## src/hw/rtl/assert_macros.svh

```systemverilog
// assertion macros used by the resampler core
// no dependencies; assertions compile away under SYNTHESIS
`ifndef ASSERT_MACROS_SVH
`define ASSERT_MACROS_SVH

`ifndef SYNTHESIS

`define ASSERT_PROP(label, clk, rst_n, prop, msg) \
    label: assert property (@(posedge clk) disable iff (!rst_n) prop) else $error(msg);

`define ASSERT_NEVER(label, clk, rst_n, expr, msg) \
    label: assert property (@(posedge clk) disable iff (!rst_n) !(expr)) else $error(msg);

`else

`define ASSERT_PROP(label, clk, rst_n, prop, msg)

`define ASSERT_NEVER(label, clk, rst_n, expr, msg)

`endif

`endif

```

## src/hw/rtl/stlr_pkg.sv

```systemverilog
// package for the stereo linear resampler: sizes, defaults and sequencer states
// no dependencies
package stlr_pkg;

    localparam int SAMPLE_W = 16;
    localparam int FRAC_BITS_DEFAULT = 16;

    typedef enum logic [2:0] {
        ST_IDLE,
        ST_CHECK,
        ST_MUL_L,
        ST_SUM_L,
        ST_MUL_R,
        ST_SUM_R
    } seq_state_t;

endpackage

```

## src/hw/rtl/stereo_linear_resampler_core.sv

```systemverilog
// stereo linear interpolation resampler, top level
// depends on stlr_pkg and assert_macros.svh
//
// One stereo frame enters per request on the slave stream; s_tlast marks the last
// frame of a packet. A fractional read position (FRAC_BITS+4 bits, FRAC_BITS fraction
// bits) walks the interval between the held and the incoming frame, and every position
// below 1.0 makes one output: held + (incoming - held) * frac, truncated toward zero,
// after which the position advances by the step register (clamped on write to
// 1/16..8.0 frames, reset value 1.0). On a packet's last frame the positions in its own
// interval repeat that frame unchanged and nothing is held afterward. m_tlast marks the
// last output a frame causes; the first frame of a packet causes none unless it is also
// its last. A single shared multiplier serves both channels, so each output passes
// through five steps (position check, left multiply, left sum, right multiply, right
// sum); s_tready is low while a frame is processed. The last output waits in the
// output register while the next frame is taken.
module stereo_linear_resampler_core
    import stlr_pkg::*;
#(
    parameter int FRAC_BITS = FRAC_BITS_DEFAULT
) (
    input  logic                  clk,
    input  logic                  rst_n,
    input  logic                  cfg_wr_en,
    input  logic [FRAC_BITS+3:0]  cfg_wr_data,   // step
    input  logic                  s_tvalid,
    output logic                  s_tready,
    input  logic [31:0]           s_tdata,       // left_in [15:0], right_in [31:16]
    input  logic                  s_tlast,       // packet_end
    output logic                  m_tvalid,
    input  logic                  m_tready,
    output logic [31:0]           m_tdata,       // left_out [15:0], right_out [31:16]
    output logic                  m_tlast        // run_last
);

    localparam int PW = FRAC_BITS + 4;
    localparam int DW = SAMPLE_W + 1;
    localparam int MW = DW + FRAC_BITS + 1;
    localparam logic [PW-1:0] ONE      = PW'(1) << FRAC_BITS;
    localparam logic [PW-1:0] TWO      = PW'(1) << (FRAC_BITS + 1);
    localparam logic [PW-1:0] NINE     = PW'(9) << FRAC_BITS;
    localparam logic [PW-1:0] STEP_MIN = PW'(1) << (FRAC_BITS - 4);
    localparam logic [PW-1:0] STEP_MAX = PW'(8) << FRAC_BITS;

    seq_state_t state_reg, state_next;

    logic [PW-1:0]          step_reg, step_next;
    logic [PW-1:0]          pos_reg, pos_next;
    logic                   held_valid_reg, held_valid_next;
    logic [SAMPLE_W-1:0]    held_l_reg, held_l_next;
    logic [SAMPLE_W-1:0]    held_r_reg, held_r_next;
    logic [SAMPLE_W-1:0]    cur_l_reg, cur_l_next;
    logic [SAMPLE_W-1:0]    cur_r_reg, cur_r_next;
    logic                   end_reg, end_next;
    logic                   repeat_reg, repeat_next;
    logic signed [MW-1:0]   prod_reg, prod_next;
    logic [SAMPLE_W-1:0]    lres_reg, lres_next;
    logic                   m_valid_reg, m_valid_next;
    logic [31:0]            m_data_reg, m_data_next;
    logic                   m_last_reg, m_last_next;

    logic signed [DW-1:0]   mul_a;
    logic signed [FRAC_BITS:0] mul_b;
    logic [SAMPLE_W-1:0]    base_s;
    logic signed [MW-1:0]   base;
    logic signed [MW-1:0]   total;
    logic signed [MW-1:0]   quot;
    logic                   corr;
    logic [SAMPLE_W-1:0]    lerp_res;
    logic [PW-1:0]          pos_adv;
    logic                   adv_last;
    logic                   out_free;

    // shared multiplier and truncating sum
    always_comb
    begin
        if (state_reg == ST_MUL_R)
        begin
            mul_a = $signed({cur_r_reg[SAMPLE_W-1], cur_r_reg})
                  - $signed({held_r_reg[SAMPLE_W-1], held_r_reg});
        end
        else
        begin
            mul_a = $signed({cur_l_reg[SAMPLE_W-1], cur_l_reg})
                  - $signed({held_l_reg[SAMPLE_W-1], held_l_reg});
        end
        mul_b = $signed({1'b0, pos_reg[FRAC_BITS-1:0]});
        base_s = (state_reg == ST_SUM_R) ? held_r_reg : held_l_reg;
        base = $signed({{(MW-SAMPLE_W-FRAC_BITS){base_s[SAMPLE_W-1]}}, base_s,
                        {FRAC_BITS{1'b0}}});
        total = base + prod_reg;
        quot = total >>> FRAC_BITS;
        corr = total[MW-1] && (|total[FRAC_BITS-1:0]);
        lerp_res = quot[SAMPLE_W-1:0] + SAMPLE_W'(corr);
        pos_adv = pos_reg + step_reg;
        adv_last = !(pos_adv < ONE) && !(!repeat_reg && end_reg && (pos_adv < TWO));
        out_free = !m_valid_reg || m_tready;
    end

    always_ff @(posedge clk or negedge rst_n)
    begin
        if (!rst_n)
        begin
            state_reg      <= ST_IDLE;
            step_reg       <= ONE;
            pos_reg        <= '0;
            held_valid_reg <= 1'b0;
            held_l_reg     <= '0;
            held_r_reg     <= '0;
            end_reg        <= 1'b0;
            repeat_reg     <= 1'b0;
            m_valid_reg    <= 1'b0;
        end
        else
        begin
            state_reg      <= state_next;
            step_reg       <= step_next;
            pos_reg        <= pos_next;
            held_valid_reg <= held_valid_next;
            held_l_reg     <= held_l_next;
            held_r_reg     <= held_r_next;
            end_reg        <= end_next;
            repeat_reg     <= repeat_next;
            m_valid_reg    <= m_valid_next;
        end
    end

    always_ff @(posedge clk)
    begin
        cur_l_reg  <= cur_l_next;
        cur_r_reg  <= cur_r_next;
        prod_reg   <= prod_next;
        lres_reg   <= lres_next;
        m_data_reg <= m_data_next;
        m_last_reg <= m_last_next;
    end

    always_comb
    begin
        state_next      = state_reg;
        step_next       = step_reg;
        pos_next        = pos_reg;
        held_valid_next = held_valid_reg;
        held_l_next     = held_l_reg;
        held_r_next     = held_r_reg;
        cur_l_next      = cur_l_reg;
        cur_r_next      = cur_r_reg;
        end_next        = end_reg;
        repeat_next     = repeat_reg;
        prod_next       = prod_reg;
        lres_next       = lres_reg;
        m_valid_next    = m_valid_reg;
        m_data_next     = m_data_reg;
        m_last_next     = m_last_reg;
        s_tready        = 1'b0;

        // step clamp on write
        if (cfg_wr_en)
        begin
            if (cfg_wr_data < STEP_MIN)
            begin
                step_next = STEP_MIN;
            end
            else if (cfg_wr_data > STEP_MAX)
            begin
                step_next = STEP_MAX;
            end
            else
            begin
                step_next = cfg_wr_data;
            end
        end

        if (m_valid_reg && m_tready)
        begin
            m_valid_next = 1'b0;
        end

        case (state_reg)
            ST_IDLE:
            begin
                s_tready = 1'b1;
                if (s_tvalid)
                begin
                    cur_l_next = s_tdata[15:0];
                    cur_r_next = s_tdata[31:16];
                    end_next   = s_tlast;
                    if (held_valid_reg)
                    begin
                        repeat_next = 1'b0;
                        state_next  = ST_CHECK;
                    end
                    else if (s_tlast)
                    begin
                        repeat_next = 1'b1;
                        held_l_next = s_tdata[15:0];
                        held_r_next = s_tdata[31:16];
                        state_next  = ST_CHECK;
                    end
                    else
                    begin
                        held_l_next     = s_tdata[15:0];
                        held_r_next     = s_tdata[31:16];
                        held_valid_next = 1'b1;
                    end
                end
            end
            ST_CHECK:
            begin
                if (pos_reg < ONE)
                begin
                    state_next = ST_MUL_L;
                end
                else
                begin
                    pos_next = pos_reg - ONE;
                    if (!repeat_reg && end_reg)
                    begin
                        repeat_next = 1'b1;
                        held_l_next = cur_l_reg;
                        held_r_next = cur_r_reg;
                    end
                    else
                    begin
                        held_valid_next = !end_reg;
                        held_l_next     = end_reg ? '0 : cur_l_reg;
                        held_r_next     = end_reg ? '0 : cur_r_reg;
                        state_next      = ST_IDLE;
                    end
                end
            end
            ST_MUL_L:
            begin
                prod_next  = MW'(mul_a * mul_b);
                state_next = ST_SUM_L;
            end
            ST_SUM_L:
            begin
                lres_next  = lerp_res;
                state_next = ST_MUL_R;
            end
            ST_MUL_R:
            begin
                prod_next  = MW'(mul_a * mul_b);
                state_next = ST_SUM_R;
            end
            ST_SUM_R:
            begin
                if (out_free)
                begin
                    m_valid_next = 1'b1;
                    m_data_next  = {lerp_res, lres_reg};
                    m_last_next  = adv_last;
                    pos_next     = pos_adv;
                    state_next   = ST_CHECK;
                end
            end
            default:
            begin
                state_next = ST_IDLE;
            end
        endcase
    end

    assign m_tvalid = m_valid_reg;
    assign m_tdata  = m_data_reg;
    assign m_tlast  = m_last_reg;

    `include "assert_macros.svh"

    `ASSERT_NEVER(a_pos_bound, clk, rst_n, pos_reg >= NINE, "read position beyond nine frames")
    `ASSERT_NEVER(a_step_range, clk, rst_n, (step_reg < STEP_MIN) || (step_reg > STEP_MAX), "step out of range")
    `ASSERT_PROP(a_frac_valid, clk, rst_n, (state_reg == ST_SUM_R) |-> (pos_reg < ONE), "interpolation at position past interval")
    `ASSERT_PROP(a_more_follow, clk, rst_n, (m_valid_reg && m_tready && !m_last_reg) |-> (state_reg != ST_IDLE), "sequencer idle before last output")

endmodule

```

## config.mk

```make
export PLATFORM = sky130hd
export DESIGN_NAME = stereo_linear_resampler_core
export DESIGN_NICKNAME = d
export VERILOG_FILES = /design/src/hw/rtl/stlr_pkg.sv /design/src/hw/rtl/stereo_linear_resampler_core.sv
export VERILOG_INCLUDE_DIRS = /design/src /design/src/hw/rtl
export SDC_FILE = /design/constraint.sdc
export NUM_CORES = 1
export LEC_CHECK = 0
export ABC_AREA = 1
export BUFFER_PORTS_ARGS = -buffer_cell sky130_fd_sc_hd__buf_2
export CAP_MARGIN = 20
export CELL_PAD_IN_SITES_DETAIL_PLACEMENT = 0
export CELL_PAD_IN_SITES_GLOBAL_PLACEMENT = 1
export CORE_MARGIN = 4
export CORE_UTILIZATION = 40
export DETAILED_ROUTE_END_ITERATION = 7
export GPL_ROUTABILITY_DRIVEN = 0
export PLACE_DENSITY = 0.7
export SYNTH_ARGS = -nofsm -noshare
export SYNTH_HDL_FRONTEND = slang
export SYNTH_SLANG_ARGS = --single-unit
```

## constraint.sdc

```tcl
create_clock -name clk -period 8.6 [get_ports clk]
set_input_delay 2.58 -clock clk [delete_from_list [all_inputs] [get_ports clk]]
set_output_delay 2.58 -clock clk [all_outputs]
set_load 0.03 [all_outputs]
```

==> flow_summary.json <==
{
  "critPathMaxFanout": 14,
  "rsz0062_at_grt": "no",
  "dr.first_iter.drc_count": 1273,
  "r2r_start": "cur_r_reg[5]",
  "avgSynthCellArea_um2": 8.21,
  "max_clock_freq_mhz": 127,
  "fin_tns_setup_ns": 0,
  "grt_pass1_wl_mm": 105,
  "die_area_mm2": 0.0594,
  "m1WireLength_mm": 28.5,
  "ys_async_sr_fraction_pct": 40.7,
  "slowest_stage": "fa_1",
  "place_area_mm2": 0.0236,
  "post_cts_resized": 0,
  "required_ns": 8.84,
  "dp_hpwl_mm": 53.9,
  "cts_hold_buf": 0,
  "top_layer": "met4",
  "coreArea_mm2": 0.0550,
  "finalHoldViolCount": 0,
  "grt.total_usage_pct": 22.7,
  "min_from": "lres_reg[13]",
  "path_class": "reg -> reg",
  "final-setup-viol-count": 0,
  "crit_path_end_kind": "register",
  "first_pass_iters": 6,
  "grt_max_degree": 66,
  "diodes": 0,
  "port_buffers": 92,
  "fin_crit_sh_pct": 91.6,
  "cts.sinks": 194,
  "drv_slew": 0,
  "clk_latency_ns": 0.49,
  "skew_ns": 0.0211,
  "synth_cell_types": 46,
  "antenna_found_initial": 0,
  "clock-root-buffer": "clkbuf_16",
  "fin_crit_ns": 7.88,
  "stdcell_area_mm2": 0.0242,
  "syn_nets": 3200,
  "syn-cell-area_mm2": 0.0222,
  "worst_pin_slew_ns": 0.962,
  "start_util_pct": 40.4,
  "clkTransAtPathRegs_ns": 0.08,
  "fp.dieW_um": 244,
  "final_layout_size_suffix_gt1_share_pct": 6.73,
  "cp_data_arrival_time_ns": 8.12,
  "die_h_um": 244,
  "finalWirelength_mm": 65.4,
  "ios": 93,
  "synth-main-ff-cell": "edfxtp_1",
  "cts_buffers": 17,
  "num_vias": 18200,
  "rows": 86,
  "gr-total-overflow": 0,
  "rr_endpoint": "prod_reg[33]",
  "synth_seq_cells": 194,
  "r2r.worst_path.cells": 34,
  "drtAntennaViolNets": 0,
  "maxCapViolCount": 0,
  "finish.utilization_pct": 44.1,
  "largest_reg_flops": 34,
  "remaining_drc_errors": 0,
  "cp-start-kind": "register",
  "final_cell_mix": "nand2_1, inv_1, fa_1",
  "wl_met2_mm": 32.0,
  "post_cts_buffers": 0,
  "slowest_delay_ns": 0.59,
  "min_path_cells": 0,
  "wl_per_cell_um": 18.4,
  "h-tree-depth": 4,
  "cts_tree": "done",
  "postSynthCellCount": 2707,
  "nets": 3290,
  "synth_seq_area_share_pct": 24.5,
  "final_common_cell": "nand2_1",
  "yosysWarnings": 0,
  "outcome": "finished clean",
  "cpMostUsedCell": "nand2_1",
  "timing.hold.ws_ns": 0.416,
  "holdPathEnd": "m_tdata[13]",
  "r2r_slack_ns": 0.72,
  "clk_path_buf_depth": 2,
  "area_growth_pct": 9.06,
  "min_path_type": "reg -> reg",
  "avgViaCountPerCell": 5.12,
  "met3WireLength_mm": 3.19,
  "slew_headroom_pct": 35.2,
  "grt_pass1_vias": 19100,
  "synth_edf_count": 115
}
-- kinds of logic after synthesis --
kind of cell	count (synthesis)	synth area share, %
DFF	194	24.5
xor gates and xnor gates	77	3.04
adders and majority gates	435	33.9
muxes	1	0.0451
and+or+nand+nor	1035	19.3
AOI/OAI and AO/OA	351	8.81
buffers and inverters	614	10.5
-- worst max-delay path, delay by kind of cell, from the launching register on --
| family | cells | cell delay (ns) |
|---|---|---|
| buffers and inverters | 9 | 0.88 |
| adders and majority gates | 8 | 3.96 |
| and+or+nand+nor | 15 | 2.00 |
| AOI/OAI and AO/OA | 2 | 0.37 |
| DFF | 1 | 0.39 |
-- synth_stat cells (2+ instances only) --
cell type  count  area, um2
xor2_1        49        429
nor2_2         4       25.0
inv_2          3       11.3
fa_1         277       5550
o21bai_1       5       37.5
nand3b_1       8       60.1
a21o_1         6       45.0
nor3_2         2       20.0
clkinv_1       3       11.3
inv_1        553       2080
nand2_1      577       2170
nor4_1         7       43.8
and2_1         4       25.0
or2_2          4       25.0
o31ai_1        3       22.5
buf_2          7       35.0
nand3_2        6       60.1
nand2_2        3       18.8
ha_1         158       1980
dfrtp_1       78       1950
clkbuf_1      38        143
o21ai_1       10       50.1
o21a_1         9       67.6
a21boi_0       4       30.0
edfxtp_1     115       3450
o211ai_1      34        255
a21oi_1      137        686
o21ai_0      132        661
o21ai_2        5       43.8
xnor2_1       28        245
nor3_1        18       90.1
buf_4          4       30.0
nand3_1      129        646
buf_1          5       18.8
nand4_1       30        188
nor2_1       242        908
-- how the worst max path moves through the flow --
stage,startpoint,end,slack [ns],depth (start not counted)
floorplan,held_l_reg[3],prod_reg[33],1.50,34
global placement,cur_r_reg[7],prod_reg[33],0.85,32
detailed placement,cur_l_reg[5],prod_reg[33],0.79,33
CTS,cur_l_reg[5],prod_reg[33],0.78,33
global route,cur_r_reg[3],prod_reg[33],0.14,34
finish,cur_r_reg[5],prod_reg[33],0.72,34
-- layer usage --
metal  global-route usage (%)  vias up
met5                        0        -
met4                     6.67        0
met3                     3.15       92
met2                     39.5      458
met1                     29.7     8999
li1                         -     8667
-- area by class of cell --
cell class                      count  area [um2]
Timing Repair Buffer              126         718
Fill cell                        5481       30800
Tap cell                          748         936
Clock buffer                       18         429
Sequential cell                   194        5430
Inverter                          559        2100
Clock inverter                     14         146
Multi-Input combinational cell   1899       14500
-- metrics by stage --
step | setup slack (ns) | std cells
final | 0.720 | 3558
after global routing | 0.139 | 3558
after CTS | 0.777 | 3558
after detailed placement | 0.791 | 3526
after global placement | 0.851 | 3526
after floorplan | 1.50 | 2707
Power is left out: the tool's default activity adds up to more than one toggle a clock period on the data nets, which glitch-free logic cannot reach.
